File: src/cmt_pkg.sv
// ----------------------------------------------------------------------------
// cmt_pkg
// Shared constants, types and tables of the cylinder tessellator.
// ----------------------------------------------------------------------------
package cmt_pkg;

    localparam int MAX_SEGMENTS  = 256;
    localparam int VERTS         = 12;
    localparam int CORDIC_STEPS  = 16;
    localparam int ONE_Q14       = 16384;
    localparam logic signed [22:0] CORDIC_START = 23'sd636751;

    localparam logic [1:0] REG_RADIUS  = 2'd0;
    localparam logic [1:0] REG_HEIGHT  = 2'd1;
    localparam logic [1:0] REG_SEGMENT = 2'd2;

    // point select: axis, rim point at the start angle, rim point at the end angle
    localparam logic [1:0] PT_AXIS = 2'd0;
    localparam logic [1:0] PT_P1   = 2'd1;
    localparam logic [1:0] PT_P2   = 2'd2;
    // normal select
    localparam logic [2:0] NK_N1   = 3'd1;
    localparam logic [2:0] NK_N2   = 3'd2;
    localparam logic [2:0] NK_UP   = 3'd3;
    localparam logic [2:0] NK_DOWN = 3'd4;

    typedef struct packed {
        logic [1:0] point;
        logic       top;
        logic [2:0] norm;
    } slot_info_t;

    function automatic logic [15:0] turn_atan(input logic [3:0] k);
        logic [15:0] v;
        case (k)
            4'd0:  v = 16'd8192;
            4'd1:  v = 16'd4836;
            4'd2:  v = 16'd2555;
            4'd3:  v = 16'd1297;
            4'd4:  v = 16'd651;
            4'd5:  v = 16'd326;
            4'd6:  v = 16'd163;
            4'd7:  v = 16'd81;
            4'd8:  v = 16'd41;
            4'd9:  v = 16'd20;
            4'd10: v = 16'd10;
            4'd11: v = 16'd5;
            4'd12: v = 16'd3;
            4'd13: v = 16'd1;
            4'd14: v = 16'd1;
            default: v = 16'd0;
        endcase
        return v;
    endfunction

    function automatic slot_info_t slot_info(input logic [3:0] s);
        slot_info_t v;
        case (s)
            4'd0:  v = '{PT_P1,   1'b0, NK_N1};
            4'd1:  v = '{PT_P2,   1'b0, NK_N2};
            4'd2:  v = '{PT_P1,   1'b1, NK_N1};
            4'd3:  v = '{PT_P1,   1'b1, NK_N1};
            4'd4:  v = '{PT_P2,   1'b0, NK_N2};
            4'd5:  v = '{PT_P2,   1'b1, NK_N2};
            4'd6:  v = '{PT_AXIS, 1'b1, NK_UP};
            4'd7:  v = '{PT_P1,   1'b1, NK_UP};
            4'd8:  v = '{PT_P2,   1'b1, NK_UP};
            4'd9:  v = '{PT_AXIS, 1'b0, NK_DOWN};
            4'd10: v = '{PT_P2,   1'b0, NK_DOWN};
            default: v = '{PT_P1, 1'b0, NK_DOWN};
        endcase
        return v;
    endfunction

endpackage

File: src/cmt_cordic.sv
// ----------------------------------------------------------------------------
// cmt_cordic
// Pipelined 16-step CORDIC: one rotation step per stage, phase to Q1.14
// cosine and sine, with quadrant fold at the output. Advances when en is high.
// ----------------------------------------------------------------------------
module cmt_cordic
    import cmt_pkg::*;
(
    input  logic                clk,
    input  logic                en,
    input  logic [15:0]         phase,
    output logic signed [15:0]  cos_q,
    output logic signed [15:0]  sin_q
);

    logic signed [23:0] x_reg [CORDIC_STEPS+1];
    logic signed [23:0] y_reg [CORDIC_STEPS+1];
    logic signed [16:0] z_reg [CORDIC_STEPS+1];
    logic [1:0]         q_reg [CORDIC_STEPS+1];
    logic               zero_reg [CORDIC_STEPS+1];

    always_ff @(posedge clk)
    begin
        if (en)
        begin
            x_reg[0]    <= 24'(CORDIC_START);
            y_reg[0]    <= '0;
            z_reg[0]    <= {3'b000, phase[13:0]};
            q_reg[0]    <= phase[15:14];
            zero_reg[0] <= (phase[13:0] == 14'd0);
        end
    end

    for (genvar k = 0; k < CORDIC_STEPS; k++)
    begin : g_step
        logic signed [23:0] dx;
        logic signed [23:0] dy;
        logic signed [16:0] a;
        assign dx = x_reg[k] >>> k;
        assign dy = y_reg[k] >>> k;
        assign a  = 17'(turn_atan(4'(k)));
        // arithmetic shift is floor division
        always_ff @(posedge clk)
        begin
            if (en)
            begin
                if (!z_reg[k][16])
                begin
                    x_reg[k+1] <= x_reg[k] - dy;
                    y_reg[k+1] <= y_reg[k] + dx;
                    z_reg[k+1] <= z_reg[k] - a;
                end
                else
                begin
                    x_reg[k+1] <= x_reg[k] + dy;
                    y_reg[k+1] <= y_reg[k] - dx;
                    z_reg[k+1] <= z_reg[k] + a;
                end
                q_reg[k+1]    <= q_reg[k];
                zero_reg[k+1] <= zero_reg[k];
            end
        end
    end

    function automatic logic signed [15:0] round_clamp(input logic signed [23:0] v);
        logic [23:0]        m;
        logic [23:0]        r;
        logic signed [24:0] s;
        m = v[23] ? 24'(-v) : v;
        r = (m + 24'd32) >> 6;
        if (r > 24'(ONE_Q14))
            r = 24'(ONE_Q14);
        s = v[23] ? -$signed({1'b0, r}) : $signed({1'b0, r});
        return s[15:0];
    endfunction

    logic signed [15:0] xr;
    logic signed [15:0] yr;
    logic [1:0]         q;
    logic signed [15:0] c_next;
    logic signed [15:0] s_next;

    always_comb
    begin
        q = q_reg[CORDIC_STEPS];
        if (zero_reg[CORDIC_STEPS])
        begin
            xr = 16'(ONE_Q14);
            yr = '0;
        end
        else
        begin
            xr = round_clamp(x_reg[CORDIC_STEPS]);
            yr = round_clamp(y_reg[CORDIC_STEPS]);
        end
        case (q)
            2'd0:    begin c_next = xr;  s_next = yr;  end
            2'd1:    begin c_next = -yr; s_next = xr;  end
            2'd2:    begin c_next = -xr; s_next = -yr; end
            default: begin c_next = yr;  s_next = -xr; end
        endcase
    end

    logic signed [15:0] cos_reg;
    logic signed [15:0] sin_reg;
    always_ff @(posedge clk)
    begin
        if (en)
        begin
            cos_reg <= c_next;
            sin_reg <= s_next;
        end
    end
    assign cos_q = cos_reg;
    assign sin_q = sin_reg;

endmodule

File: config.mk
export PLATFORM = sky130hd
export DESIGN_NAME = cmt_cordic
export DESIGN_NICKNAME = d
export VERILOG_FILES = /design/src/cmt_pkg.sv /design/src/cmt_cordic.sv
export SDC_FILE = /design/constraint.sdc
export NUM_CORES = 2
export LEC_CHECK = 0
export BUFFER_PORTS_ARGS = -buffer_cell sky130_fd_sc_hd__buf_2
export CORE_ASPECT_RATIO = 0.75
export CORE_MARGIN = 2
export CORE_UTILIZATION = 60
export CTS_CLUSTER_SIZE = 8
export DETAILED_ROUTE_END_ITERATION = 8
export HOLD_SLACK_MARGIN = 0.15
export PLACE_DENSITY_LB_ADDON = 0.3
export SYNTH_ARGS = -nofsm -noshare
export SYNTH_HDL_FRONTEND = slang
export SYNTH_SLANG_ARGS = --single-unit
File: constraint.sdc
create_clock -name clk -period 8.8 [get_ports clk]
set_input_delay 1.76 -clock clk [delete_from_list [all_inputs] [get_ports clk]]
set_output_delay 1.76 -clock clk [all_outputs]
set_load 0.1 [all_outputs]
; After elaboration in Yosys (flattened, before gate mapping)
; Memories as Yosys holds them, arrays and structs flattened.
; Index checks and enable logic that the tools add are counted.
[op_classes]
n_addsub = 101
n_lt_le_gt_ge = 2
eq_ne = 2
muxes = 158
n_bitwise = 48
n_reduce_logical = 2
[ops]
columns = cell, n
row1 = 24-bit two-way mux, 34
row2 = 17-bit two-way mux, 16
row3 = 16-bit two-way mux, 8
row4 = 1-bit two-way mux, 98
row5 = 16-bit one-hot mux with 3 select lines, 2
row6 = 16-bit negation, 4
row7 = 24-bit by 10-bit adder with 24-bit output, 2
row8 = 24-bit by 11-bit adder with 24-bit output, 2
row9 = 24-bit by 12-bit adder with 24-bit output, 2
row10 = 24-bit by 13-bit adder with 24-bit output, 2
row11 = 24-bit by 14-bit adder with 24-bit output, 2
row12 = 24-bit by 15-bit adder with 24-bit output, 2
row13 = 24-bit by 16-bit adder with 24-bit output, 2
row14 = 24-bit by 17-bit adder with 24-bit output, 2
row15 = 24-bit by 18-bit adder with 24-bit output, 2
row16 = 24-bit by 19-bit adder with 24-bit output, 2
row17 = 24-bit by 20-bit adder with 24-bit output, 2
row18 = 24-bit by 21-bit adder with 24-bit output, 2
row19 = 24-bit by 22-bit adder with 24-bit output, 2
row20 = 24-bit by 23-bit adder with 24-bit output, 2
row21 = "24-bit by 6-bit adder with 24-bit output, second input constant", 2
row22 = 24-bit by 9-bit adder with 24-bit output, 2
row23 = 24-bit negation, 2
row24 = 1-bit bitwise OR, 48
row25 = 50 further kinds, 69
[totals]
regBits = 32
ram_bits = 1156
inputBits = 18
output_inout_bits = 32
memories = 5
[mem_list]
columns = name, words, width, read_ports, rd_clocked_by_memory_dff, write_ports, line_no
row1 = x_reg, 17, 24, 17, 0, 17, cmt_cordic.sv:16  ; logic signed [23:0] x_reg [CORDIC_STEPS+1];
row2 = y_reg, 17, 24, 17, 0, 17, cmt_cordic.sv:17  ; logic signed [23:0] y_reg [CORDIC_STEPS+1];
row3 = z_reg, 17, 17, 16, 0, 17, cmt_cordic.sv:18  ; logic signed [16:0] z_reg [CORDIC_STEPS+1];
row4 = q_reg, 17, 2, 17, 0, 17, cmt_cordic.sv:19  ; logic [1:0] q_reg [CORDIC_STEPS+1];
row5 = zero_reg, 17, 1, 17, 0, 17, cmt_cordic.sv:20  ; logic zero_reg [CORDIC_STEPS+1];

; Logic depth before layout (Yosys ltp)
; An unclocked memory read counts as a cell.
[depth]
ltp_word = 12
mapped_depth = 32
ltp_nobuf = 27

; Worst setup path after synthesis
; OpenSTA, ideal clock, no wires.
[synth_path]
kind = reg2reg
start = mem x_reg[16][23]
end = reg sin_reg[15], in the netlist sin_q[15] (data pin)
setup_time_ns = 0.272
arrival_time_ns = 6.444
t_required_ns = 8.528
path_slack_ns = 2.084
stages_incl_launch_ff = 33
path_buffers = 7
synth_period_minus_slack_ns = 6.716
cell_sequence = edfxtp_1 clkbuf_1 buf_1 clkbuf_1 clkbuf_1 clkbuf_1 o31ai_1 xnor2_1 ha_1 clkbuf_1 a211o_1 nand3_1 nand2_1 a21oi_1 or4_1 nand2_1 or3_4 o31a_1 nor2_2 nand2_1 ha_1 o21ai_0 a21oi_1 nand4_1 o21ai_0 xor2_1 nor3b_1 a41oi_2 or2_1 buf_6 inv_2 a31oi_1 mux4_2
[synth_lines]
columns = element, line_no
row1 = start: declaration, cmt_cordic.sv:16
row2 = end signal: assignment, cmt_cordic.sv:111  ; sin_reg <= s_next;
row3 = end: declaration, cmt_cordic.sv:105  ; logic signed [15:0] sin_reg;

==> impl_results.md <==
* Yosys warns at 0
* Crit path DAT at about 8000 ps
* Status: finished clean
* XOR/XNOR share of the synthesized area at 0.1176
* Row count at around 120
* Total GRT Usage at 0.2899
* Ant diodes at 0
* Total core area at 0.1314 sq mm
* Via count of the first global-routing pass at 59.53k
* Adder-Cell Fraction of Synth Area at 0.1449
* CTS sink count at between 1k and 1.5k
* Port bufs at about 50
* Min Clock Period, post-route at about 7500 ps
* Sequential cell area at approximately 0.030 sq mm
* Post-synth EDFFs at between 1k and 1.5k
* Setup_tns at 0 ps
* Fmax at around 130 MHz
* Largest register FFs at 338
* Largest family of logic cells by synthesized area: compound AO/OA/AOI/OAI gates
* Post-Synth Simple-Gate Area at 0.1406
* Initial antenna violation count at 4
* CTS buffer count at ~150
* Cts hold-fix bufs at 0
* WP data required at 9310 ps
* Via count at 62.35k
* Fin. max-slew vios at 0
* Hold Vio Cnt, Final at 0
* Seq/Total Area, Yosys at 0.3795
* Register bit count reported by yosys at a little over 1k
* Worst rel slew slack at 0.07204
* Crit Path Max Fanout at 9
* Hpwl dp at approximately 150 mm
* P&R area growth vs syn at 7.612%
* Wire length per cell at approximately 20 microns
* Remaining antenna violation count at 0
* Clock Latency Late Sink at around 800 ps
* Worst Skew at 45.08 ps
* Setup CP Type: reg2reg
* Postcts setup bufs at 0
* Num ports at 50
* GRT overflow at 0
* Worst Setup Start Kind: flip-flop
* Effective utilization at floorplan at 0.6060
* RSZ-0062 raised after global routing: no
* Max cap viols at 0
* Flop2flop setup slack at 1280 ps
* Chip height at 319.5 microns
* Async SR Flop Fraction at 0
* Mapped Cells at between 8k and 9k
* Actual slew at the worst max-slew pin at 1392 ps
* Mapped Area at about 0.080 sq mm
* Clock transition at path regs at approximately 60 ps
* First DRT Iteration DRCs at roughly 6.6k
* CP max-delay cell: a222oi_1
* Ys flop type: edfxtp_1
* Mux contribution to synthesized area at 0.01933
* Worst Hold Class: reg2reg
* Fraction of layout cells with a size suffix above 1 at 0.05179
* Crit share post-route at 0.8547
* GPL Wtd Cong at approximately 0.96
* # setup viols final at 0
* CP delay by family, top: simple AND/OR/NAND/NOR gates
* Yosys cell types at between 100 and 150
* Fill cells at between 10k and 15k
* Vias/cell at 6.247
* Routed Wire Length at between 150 and 200 mm
* Multi-input logic area at 0.04696 sq mm
* DRC errors left at 0
* Cell Chain, Critical Path: or3_1 > or4_1 > nand2_1 > xnor2_1 > ha_1 > inv_1 > nor4_1 > or4_1 > nand2_1 > or3_4 > o31a_1 > nor2_2 > nand2_1 > ha_1 > nand2_1 > a21oi_1 > inv_1 > ha_1 > and3_1 > a222oi_1 > nor2_1 > nand3_1 > a31o_2 > a21oi_1
* Hold slack final at between 400 and 500 ps
* Nets at around 9k
* Clock Path Buffers at 3
* Die Span X at roughly 420 microns
* Pin count of the biggest net entering global routing at between 150 and 200
* Root Buffer: clkbuf_16
* First drt pass iteration count at 6
* Most common cell on crit path: nand2_1
* Post-CTS sizing at 0
* Die footprint at between 0.1 and 0.15 sq mm
* Syn avg cell area at 9.776 sq um
* Critical Path Sink Type: flip-flop
* H-tree lvl count at 4
* Max incr delay on CP at 1110 ps
* TritonCTS clock tree: done
* Crit path buf inv count at 2
* Compound-Gate Fraction of Synth Area at 0.1673
* First-pass GRT wire length at 318.0 mm
## cell usage in the layout, fill, tap and decap left out, types with 76 or more instances in the layout
cell type  instances
o31ai_1           80
nor2b_1          108
nor2_1           767
xor2_1           264
nand2b_1          85
a21oi_1          617
clkbuf_16        147
o21bai_1         163
a21o_1           123
xnor2_1          805
and3_1            87
edfxtp_1        1006
ha_1             858
a21boi_0          78
o21a_1            80
o21ai_0          414
mux2i_1           80
nand3_1          157
nand2_1          507
nor3_1           345
or3_1             76
inv_1            448
## cell usage after synthesis, types with 12 or more instances
library cell | number | area, sq um
edfxtp_1 | 1006 | 30210
ha_1 | 858 | 10740
xnor2_1 | 805 | 7051
nor2_1 | 767 | 2879
a21oi_1 | 617 | 3088
nand2_1 | 507 | 1903
inv_1 | 448 | 1682
o21ai_0 | 414 | 2072
nor3_1 | 345 | 1727
xor2_1 | 264 | 2312
o21bai_1 | 163 | 1224
nand3_1 | 157 | 785.8
clkbuf_1 | 140 | 525.5
a21o_1 | 123 | 923.4
nor2b_1 | 108 | 675.7
and3_1 | 87 | 544.3
nand2b_1 | 85 | 531.8
mux2i_1 | 80 | 800.8
o21a_1 | 80 | 600.6
o31ai_1 | 80 | 600.6
a21boi_0 | 78 | 585.6
or3_1 | 76 | 475.5
a31oi_1 | 69 | 431.7
a211oi_1 | 60 | 450.4
o41ai_1 | 60 | 525.5
nor4_1 | 52 | 325.3
mux2_2 | 43 | 484.2
o211ai_1 | 42 | 315.3
fa_1 | 40 | 800.8
or4_1 | 34 | 255.2
a2111oi_0 | 27 | 236.5
buf_1 | 27 | 101.4
a31o_2 | 26 | 227.7
or2_2 | 26 | 162.7
and2_1 | 25 | 156.4
o2111ai_1 | 23 | 201.4
o31a_1 | 20 | 175.2
a41o_1 | 19 | 190.2
nand4_1 | 18 | 112.6
o41a_1 | 17 | 191.4
a221oi_1 | 13 | 113.9
a41oi_1 | 12 | 105.1
## metrics by stage
step	setup slack, ps	instances	util	area (sq um)
6_report	1279	9980	0.6521	85670
5_1_grt	807.8	9980	0.6521	85670
4_1_cts	1431	9980	0.6521	85670
3_5_place_dp	1363	9812	0.6220	81710
3_3_place_gp	1569	9812	0.6220	81710
2_1_floorplan	2084	8144	-	79610
## kinds of logic after synthesis
family,count (synthesis)
xor+xnor,1069
simple gates,2348
buf+inv,639
compound gates,2047
fa+ha+maj,898
mux,135
other cells,1
flops,1006
## cell type report
type	count	share of cell area
tap	1755	0.02563
clock buffer	154	0.04325
sequential	1006	0.3526
timing repair buffer	94	0.007361
inverter	458	0.02007
multi-input combinational	6499	0.5481
clock inverter	14	0.002950
## layer usage
layer  vias to the layer above  GRT usage  routed length (microns)
met1                     29690     0.4238                    91210
met2                      2283     0.4382                    84900
li1                      30060          -                        -
met5                         -          0                       26
met3                       307    0.06029                    17560
met4                         4    0.07284                     4040
## worst paths after layout
path / startpoint / to / depth (start not counted)
worst max-delay path: x_reg[16][1]$_DFFE_PP_ / sin_q[12]$_DFFE_PP_ / 24
worst min-delay path: zero_reg[1][5]$_DFFE_PP_ / zero_reg[1][6]$_DFFE_PP_ / 0
worst max register to register: x_reg[16][1]$_DFFE_PP_ / sin_q[12]$_DFFE_PP_ / 24
worst min register to register: zero_reg[1][5]$_DFFE_PP_ / zero_reg[1][6]$_DFFE_PP_ / 0
Power is not shown: default switching activity piles up to over one toggle a cycle in this logic, so the estimate is an artifact.
